**src/hw/rtl/deq_pkg.sv**
```systemverilog
// ----------------------------------------------------------------------------
// deq_pkg
// Shared types, constants and a ring index helper for the double-ended queue.
// ----------------------------------------------------------------------------
`default_nettype none

package deq_pkg;

    localparam int DEPTH    = 16;
    localparam int DATA_W   = 32;
    localparam int IDX_W    = $clog2(DEPTH);
    localparam int CNT_W    = $clog2(DEPTH + 1);

    localparam logic [2:0] ACT_INS_FRONT = 3'd0;
    localparam logic [2:0] ACT_INS_REAR  = 3'd1;
    localparam logic [2:0] ACT_REM_FRONT = 3'd2;
    localparam logic [2:0] ACT_REM_REAR  = 3'd3;
    localparam logic [2:0] ACT_LIST      = 3'd4;

    localparam logic [1:0] ST_OK        = 2'd0;
    localparam logic [1:0] ST_UNDERFLOW = 2'd1;
    localparam logic [1:0] ST_OVERFLOW  = 2'd2;
    localparam logic [1:0] ST_EMPTY     = 2'd3;

    localparam logic [IDX_W:0]   DEPTH_X   = (IDX_W + 1)'(DEPTH);
    localparam logic [IDX_W-1:0] LAST_IDX  = IDX_W'(DEPTH - 1);
    localparam logic [CNT_W-1:0] FULL_CNT  = CNT_W'(DEPTH);

    typedef struct packed {
        logic [2:0]               action;
        logic signed [DATA_W-1:0] data_in;
    } t_in_item;

    typedef struct packed {
        logic [1:0]               status;
        logic signed [DATA_W-1:0] data_out;
        logic                     last;
    } t_out_item;

    typedef enum logic [2:0] {
        OP_NONE,
        OP_PUSH_FRONT,
        OP_PUSH_REAR,
        OP_POP_FRONT,
        OP_POP_REAR,
        OP_LIST_START,
        OP_LIST_NEXT
    } t_dp_op;

    typedef struct packed {
        t_dp_op     op;
        logic       report;
        logic [1:0] rpt_status;
        logic       emit;
        logic       emit_last;
    } t_dp_cmd;

    typedef struct packed {
        logic full;
        logic empty;
        logic out_free;
        logic idx_last;
    } t_dp_sts;

    function automatic logic [IDX_W-1:0] ring_add(input logic [IDX_W-1:0] base,
                                                  input logic [IDX_W-1:0] off);
        logic [IDX_W:0] sum;
        sum = {1'b0, base} + {1'b0, off};
        if (sum >= DEPTH_X) begin
            sum = sum - DEPTH_X;
        end
        return sum[IDX_W-1:0];
    endfunction

endpackage

`default_nettype wire

```
**src/hw/rtl/deq_ram.sv**
```systemverilog
// ----------------------------------------------------------------------------
// deq_ram
// Generic single-write, single-read RAM with registered read data.
// ----------------------------------------------------------------------------
`default_nettype none

module deq_ram #(
    parameter int WIDTH = 32,
    parameter int DEPTH = 16
) (
    input  wire logic                     i_clk,
    input  wire logic                     i_wr_en,
    input  wire logic [$clog2(DEPTH)-1:0] i_wr_addr,
    input  wire logic [WIDTH-1:0]         i_wr_data,
    input  wire logic                     i_rd_en,
    input  wire logic [$clog2(DEPTH)-1:0] i_rd_addr,
    output logic      [WIDTH-1:0]         o_rd_data
);

    logic [WIDTH-1:0] r_mem [DEPTH];

    always_ff @(posedge i_clk) begin
        if (i_wr_en) begin
            r_mem[i_wr_addr] <= i_wr_data;
        end
        if (i_rd_en) begin
            o_rd_data <= r_mem[i_rd_addr];
        end
    end

endmodule

`default_nettype wire

```
**src/hw/rtl/deq_ctrl.sv**
```systemverilog
// ----------------------------------------------------------------------------
// deq_ctrl
// Request decode and sequencing: single-result requests, removes that wait on
// the RAM read, and list walks one element per transfer.
// ----------------------------------------------------------------------------
`default_nettype none

module deq_ctrl
    import deq_pkg::*;
(
    input  wire logic       i_clk,
    input  wire logic       i_rst_n,
    input  wire logic       i_in_valid,
    input  wire logic [2:0] i_action,
    output logic            o_in_ready,
    input  wire t_dp_sts    i_sts,
    output t_dp_cmd         o_cmd
);

    typedef enum logic [2:0] {
        S_IDLE = 3'b001,
        S_POP  = 3'b010,
        S_LIST = 3'b100
    } t_state;

    t_state r_state, n_state;
    logic   take;

    assign o_in_ready = (r_state == S_IDLE) && i_sts.out_free;
    assign take       = o_in_ready && i_in_valid;

    always_comb begin
        n_state          = r_state;
        o_cmd.op         = OP_NONE;
        o_cmd.report     = 1'b0;
        o_cmd.rpt_status = ST_OK;
        o_cmd.emit       = 1'b0;
        o_cmd.emit_last  = 1'b0;
        case (r_state)
            S_IDLE: begin
                if (take) begin
                    case (i_action)
                        ACT_INS_FRONT, ACT_INS_REAR: begin
                            o_cmd.report = 1'b1;
                            if (i_sts.full) begin
                                o_cmd.rpt_status = ST_OVERFLOW;
                            end else begin
                                o_cmd.op = (i_action == ACT_INS_FRONT) ? OP_PUSH_FRONT
                                                                       : OP_PUSH_REAR;
                            end
                        end
                        ACT_REM_FRONT, ACT_REM_REAR: begin
                            if (i_sts.empty) begin
                                o_cmd.report     = 1'b1;
                                o_cmd.rpt_status = ST_UNDERFLOW;
                            end else begin
                                o_cmd.op = (i_action == ACT_REM_FRONT) ? OP_POP_FRONT
                                                                       : OP_POP_REAR;
                                n_state  = S_POP;
                            end
                        end
                        ACT_LIST: begin
                            if (i_sts.empty) begin
                                o_cmd.report     = 1'b1;
                                o_cmd.rpt_status = ST_EMPTY;
                            end else begin
                                o_cmd.op = OP_LIST_START;
                                n_state  = S_LIST;
                            end
                        end
                        default: begin
                        end
                    endcase
                end
            end
            S_POP: begin
                if (i_sts.out_free) begin
                    o_cmd.emit      = 1'b1;
                    o_cmd.emit_last = 1'b1;
                    n_state         = S_IDLE;
                end
            end
            S_LIST: begin
                if (i_sts.out_free) begin
                    o_cmd.emit      = 1'b1;
                    o_cmd.emit_last = i_sts.idx_last;
                    if (i_sts.idx_last) begin
                        n_state = S_IDLE;
                    end else begin
                        o_cmd.op = OP_LIST_NEXT;
                    end
                end
            end
            default: begin
                n_state = S_IDLE;
            end
        endcase
    end

    always_ff @(posedge i_clk) begin
        if (!i_rst_n) begin
            r_state <= S_IDLE;
        end else begin
            r_state <= n_state;
        end
    end

endmodule

`default_nettype wire

```
**src/hw/rtl/deq_dp.sv**
```systemverilog
// ----------------------------------------------------------------------------
// deq_dp
// Ring pointers, fill count, list cursor, entry RAM and the output register.
// ----------------------------------------------------------------------------
`default_nettype none

module deq_dp
    import deq_pkg::*;
(
    input  wire logic               i_clk,
    input  wire logic               i_rst_n,
    input  wire logic [DATA_W-1:0]  i_data_in,
    input  wire t_dp_cmd            i_cmd,
    output t_dp_sts                 o_sts,
    output logic                    o_out_valid,
    input  wire logic               i_out_ready,
    output t_out_item               o_out_item
);

    logic [IDX_W-1:0]  r_head, n_head;
    logic [CNT_W-1:0]  r_count, n_count;
    logic [IDX_W-1:0]  r_idx, n_idx;
    logic              r_out_valid;
    t_out_item         r_out;

    logic              wr_en;
    logic              rd_en;
    logic [IDX_W-1:0]  wr_addr;
    logic [IDX_W-1:0]  rd_addr;
    logic [DATA_W-1:0] rd_data;
    logic [IDX_W-1:0]  head_dec;
    logic [IDX_W-1:0]  head_inc;
    logic [IDX_W-1:0]  cnt_lo;
    logic [IDX_W-1:0]  cnt_m1;

    assign cnt_lo   = r_count[IDX_W-1:0];
    assign cnt_m1   = IDX_W'(r_count - 1'b1);
    assign head_dec = (r_head == '0) ? LAST_IDX : r_head - 1'b1;
    assign head_inc = (r_head == LAST_IDX) ? '0 : r_head + 1'b1;

    assign o_sts.full     = (r_count == FULL_CNT);
    assign o_sts.empty    = (r_count == '0);
    assign o_sts.out_free = !r_out_valid || i_out_ready;
    assign o_sts.idx_last = (CNT_W'(r_idx) == r_count - 1'b1);

    always_comb begin
        n_head  = r_head;
        n_count = r_count;
        n_idx   = r_idx;
        wr_en   = 1'b0;
        rd_en   = 1'b0;
        wr_addr = r_head;
        rd_addr = r_head;
        case (i_cmd.op)
            OP_PUSH_FRONT: begin
                wr_en   = 1'b1;
                wr_addr = head_dec;
                n_head  = head_dec;
                n_count = r_count + 1'b1;
            end
            OP_PUSH_REAR: begin
                wr_en   = 1'b1;
                wr_addr = ring_add(r_head, cnt_lo);
                n_count = r_count + 1'b1;
            end
            OP_POP_FRONT: begin
                rd_en   = 1'b1;
                rd_addr = r_head;
                n_head  = head_inc;
                n_count = r_count - 1'b1;
            end
            OP_POP_REAR: begin
                rd_en   = 1'b1;
                rd_addr = ring_add(r_head, cnt_m1);
                n_count = r_count - 1'b1;
            end
            OP_LIST_START: begin
                rd_en   = 1'b1;
                rd_addr = r_head;
                n_idx   = '0;
            end
            OP_LIST_NEXT: begin
                rd_en   = 1'b1;
                rd_addr = ring_add(r_head, r_idx + 1'b1);
                n_idx   = r_idx + 1'b1;
            end
            default: begin
            end
        endcase
    end

    deq_ram #(
        .WIDTH (DATA_W),
        .DEPTH (DEPTH)
    ) u_ram (
        .i_clk     (i_clk),
        .i_wr_en   (wr_en),
        .i_wr_addr (wr_addr),
        .i_wr_data (i_data_in),
        .i_rd_en   (rd_en),
        .i_rd_addr (rd_addr),
        .o_rd_data (rd_data)
    );

    always_ff @(posedge i_clk) begin
        if (!i_rst_n) begin
            r_head      <= '0;
            r_count     <= '0;
            r_idx       <= '0;
            r_out_valid <= 1'b0;
        end else begin
            r_head  <= n_head;
            r_count <= n_count;
            r_idx   <= n_idx;
            if (i_cmd.report || i_cmd.emit) begin
                r_out_valid <= 1'b1;
            end else if (i_out_ready) begin
                r_out_valid <= 1'b0;
            end
        end
    end

    always_ff @(posedge i_clk) begin
        if (i_cmd.report) begin
            r_out.status   <= i_cmd.rpt_status;
            r_out.data_out <= '0;
            r_out.last     <= 1'b1;
        end else if (i_cmd.emit) begin
            r_out.status   <= ST_OK;
            r_out.data_out <= rd_data;
            r_out.last     <= i_cmd.emit_last;
        end
    end

    assign o_out_valid = r_out_valid;
    assign o_out_item  = r_out;

endmodule

`default_nettype wire

```
**src/hw/rtl/double_ended_queue_unit.sv**
```systemverilog
// Insert and failed requests: result in the output register in the cycle after the transfer.
// Remove: result loaded after the registered RAM read, once the output register is free.
// List of N entries: first result after the RAM read, then one per cycle while the output is accepted.
// A new request is taken once the last result of the previous one is loaded and the output is free.
// Synchronous active-low reset clears head, count and control; RAM contents are kept.
// ----------------------------------------------------------------------------
// double_ended_queue_unit
// Double-ended queue of signed 32-bit values held in a RAM ring buffer.
// ----------------------------------------------------------------------------
`default_nettype none

module double_ended_queue_unit
    import deq_pkg::*;
(
    input  wire logic      i_clk,
    input  wire logic      i_rst_n,
    input  wire logic      i_in_valid,
    output logic           o_in_ready,
    input  wire t_in_item  i_in_item,
    output logic           o_out_valid,
    input  wire logic      i_out_ready,
    output t_out_item      o_out_item
);

    t_dp_cmd cmd;
    t_dp_sts sts;

    deq_ctrl u_ctrl (
        .i_clk      (i_clk),
        .i_rst_n    (i_rst_n),
        .i_in_valid (i_in_valid),
        .i_action   (i_in_item.action),
        .o_in_ready (o_in_ready),
        .i_sts      (sts),
        .o_cmd      (cmd)
    );

    deq_dp u_dp (
        .i_clk       (i_clk),
        .i_rst_n     (i_rst_n),
        .i_data_in   (i_in_item.data_in),
        .i_cmd       (cmd),
        .o_sts       (sts),
        .o_out_valid (o_out_valid),
        .i_out_ready (i_out_ready),
        .o_out_item  (o_out_item)
    );

endmodule

`default_nettype wire

```
**config.mk**
```make
export PLATFORM = sky130hd
export DESIGN_NAME = double_ended_queue_unit
export DESIGN_NICKNAME = d
export VERILOG_FILES = /design/src/hw/rtl/deq_pkg.sv /design/src/hw/rtl/deq_ram.sv /design/src/hw/rtl/deq_ctrl.sv /design/src/hw/rtl/deq_dp.sv /design/src/hw/rtl/double_ended_queue_unit.sv
export SDC_FILE = /design/constraint.sdc
export NUM_CORES = 1
export LEC_CHECK = 0
export CAP_MARGIN = 5
export CORE_UTILIZATION = 55
export DETAILED_ROUTE_END_ITERATION = 16
export DONT_BUFFER_PORTS = 1
export PLACE_DENSITY = 0.75
export SLEW_MARGIN = 0
export SYNTH_ARGS = -nofsm -noshare
export SYNTH_HDL_FRONTEND = slang
export SYNTH_HIERARCHICAL = 1
export SYNTH_SLANG_ARGS = --single-unit
```
**constraint.sdc**
```tcl
create_clock -name i_clk -period 13.14 [get_ports i_clk]
set_clock_uncertainty 0.15 [all_clocks]
set_input_delay 0.657 -clock i_clk [delete_from_list [all_inputs] [get_ports i_clk]]
set_output_delay 0.657 -clock i_clk [all_outputs]
set_load 0.005 [all_outputs]
```
==> results.md <==
- ANT nets after route: 0
- Share of flip-flops with an asynchronous set or reset: 0
- CTS tree: yes
- Via/cell ratio: around 6.3
- Syn Nets: 1251
- Lkg Pwr: between 8 and 9 nW
- H-tree levels: 2
- CTS buffer count: 56
- Seq/Total Area, Yosys: 0.7491
- Crit path launch: u_dp/r_count[1]$_SDFFE_PN0P_
- Root cell of the clock tree: clkbuf_16
- Via count: between 10000 and 15000
- Worst Hold Class: in2reg
- Initial Util: 0.5637
- YS warnings: 6
- # Max-Cap Violations: 0
- Routed wire length: 48800 um
- Die ar.: 43050 sq um
- Distinct cells, synth: 58
- IO buf count: 0
- Post-synth top area cell: edfxtp_1
- Crit path capture: u_dp/u_ram/o_rd_data[16]$_DFFE_PP_
- Top-count cell post-synth: edfxtp_1
- Drt pass-1 iters: 5
- Dpl hpwl: around 24000 um
- Minimum clock period: between 7 and 8 ns
- Grt ovf: 0
- Fin. Hold Viols: 0
- Fin Hold WS: 0.03101 ns
- Synth-to-layout area growth: 12.42%
- CP required: roughly 13 ns
- Fin crit share: 0.5425
- Status: finished clean
- Chip height: 207.5 um
- Core area: between 40000 and 50000 sq um
- Longest Clk Path Bufs: 3
- Final nets: between 1000 and 1500
- Mapped Area: 23220 sq um
- Fmax: between 0.1 and 0.15 GHz
- CTS sink cnt: 596
- Worst Setup End Kind: register
- Critical path class: reg2reg
- Peak supply drop: between 100 and 150 uV
- Non-Filler Instances: around 1800
- DRC viols: 0
- WL/cell: 26.70 um
- First-pass GRT wire length: roughly 74000 um
- Reg clk slew, reported paths: ~0.06 ns
- Mapped Cells: between 1000 and 1500
- Worst-Skew Late Latency: ~0.61 ns
- Initial antenna violation count: 0
- Overall Power: about 4.3 mW
- Rel. slew slack: 0.2066
- R2R setup slack: ~6 ns
- Total GRT Usage: 0.2334
- Yosys reg bits: between 500 and 600
- Number of synthesized flops with an enable pin: ~550
- Synth area leaders: edfxtp_1 71%, mux4_2 12%, dfxtp_1 4.3%
- Max Fanout on Critical Path: 68
- CTS-repair resized insts: 0
- Largest net degree at the start of global routing: about 100
- Mean post-synth cell area: 19.37 sq um
- Fraction of layout cells with a size suffix above 1: 0.2091
- PwrDens: 164.6 nW/um^2
- Setup TNS: 0 ns
- CP Launch Type: register
- # setup viols final: 0
- Antenna diode count: 0
- Worst slew pin tran: approximately 1.2 ns
- RSZ-0062 raised after global routing: false
- Synth top cells by count: 546 x edfxtp_1, 128 x mux4_2, 66 x a22oi_1
- # IOs: 76
- Post-placement cell count: 1690
- R2r startpoint: u_dp/r_count[1]$_SDFFE_PN0P_
- Vias in the first global route: 11790
- Rows: 74
- R2r worst-path depth: 21
- Die width: roughly 210 um
- Final Wtd Congestion: approximately 0.87
- Post-synth top area share: 0.7060
- RR Endpoint: u_dp/u_ram/o_rd_data[16]$_DFFE_PP_
- Crit path DAT: about 7.3 ns
- Synth Flop Type: edfxtp_1
- Max Slew Vio Count: 0
- 1st-iter DRT viols: approximately 1200
==> sequential cells by signal, indices dropped and copies added, names as in the netlist <==
signal and count:
u_ctrl/r_state 3, u_dp/o_out_item 35, u_dp/o_out_valid 1, u_dp/r_count 5, u_dp/r_head 4, u_dp/r_idx 4, u_dp/u_ram/o_rd_data 32, u_dp/u_ram/r_mem 512
==> routing by layer <==
layer  global-route usage  vias up  share of wire
met2               0.3800      501           0.50
li1                     -     4952              -
met5                    0        -              0
met3              0.04629       78          0.084
met4              0.07308        0          0.020
met1               0.3215     5992           0.40
==> critical path: stages (launching register included) <==
cell and delay (ns):
dfxtp_1 0.37, inv_1 0.13, ha_1 0.27, nor3b_1 0.32, nor2b_1 0.53, nand2b_1 0.23
a21oi_1 0.09, a21oi_1 0.12, nor3_1 0.06, buf_4 0.20, nor2b_1 0.61, nand2_1 0.26
mux2i_1 0.18, ha_1 0.23, fa_1 0.48, nand2_1 0.09, o21ai_4 0.09, buf_4 0.73
buf_4 0.90, mux4_2 0.41, a22oi_1 0.25, nand2_1 0.10
==> metrics by stage <==
stage	cell area [sq um]	util	setup slack (ns)
4_1_cts	26110	0.6337	6.036
5_1_grt	26110	0.6337	5.319
3_5_place_dp	23970	0.5818	6.054
6_report	26110	0.6337	6.012
2_1_floorplan	23220	-	7.194
3_3_place_gp	23970	0.5818	6.271
==> final cells by class <==
cell class              instances  area, sq um
clock buffers                  81         1598
clock inverters                24        207.7
fillers                      2737        15090
inverters                      12        45.04
multi-input cells             522         5643
flip-flops and latches        596        17400
well taps                     532        665.6
repair buffers                 61        553.0
==> report_power, final <==
| part | internal (mW) | switching [mW] | total [mW] | leakage [nW] |
|---|---|---|---|---|
| Combinational | 0.273 | 0.309 | 0.582 | 1.98 |
| Sequential | 2.12 | 0.0192 | 2.14 | 5.32 |
| Clock | 0.904 | 0.672 | 1.58 | 0.887 |
| Total | 3.30 | 1.00 | 4.30 | 8.18 |
==> kinds of logic after synthesis <==
kind of cell,share of synthesized area
flops,0.7491
xor+xnor,0.006788
fa+ha+maj,0.007650
compound gates,0.04138
buf+inv,0.01600
mux,0.1406
simple gates,0.03852
==> cell usage in the layout, fill, tap and decap left out, drive strengths merged, types with 11 or more instances in the layout <==
cell and n:
a21oi 22, a22oi 66, and2 12, buf 28, clkbuf 81, clkinv 18, dfxtp 50, dlygate4sd3 33
edfxtp 546, ha 11, inv 14, mux2i 37, mux4 128, nand2 58, nor2 64, nor3 11
o21ai 12, xnor2 11
==> what timing repair did <==
action,CTS,global route
endpoints found under the hold margin,523,0
setup buffers,0,0
hold buffers,33,0
==> how the worst min path moves through the flow <==
stage	cells past startpoint	end	from
floorplan	2	u_dp/o_out_item[24]$_SDFFE_PP0P_	u_dp/u_ram/o_rd_data[23]$_DFFE_PP_
global placement	2	u_dp/o_out_item[5]$_SDFFE_PP0P_	u_dp/u_ram/o_rd_data[4]$_DFFE_PP_
detailed placement	2	u_dp/o_out_item[4]$_SDFFE_PP0P_	u_dp/u_ram/o_rd_data[3]$_DFFE_PP_
CTS	1	u_dp/r_idx[1]$_SDFFE_PN0P_	i_rst_n
global route	1	u_dp/r_head[3]$_SDFFE_PN0P_	i_rst_n
finish	1	u_dp/r_idx[1]$_SDFFE_PN0P_	i_rst_n
No activity file was read; power rests on OpenSTA's default activity.
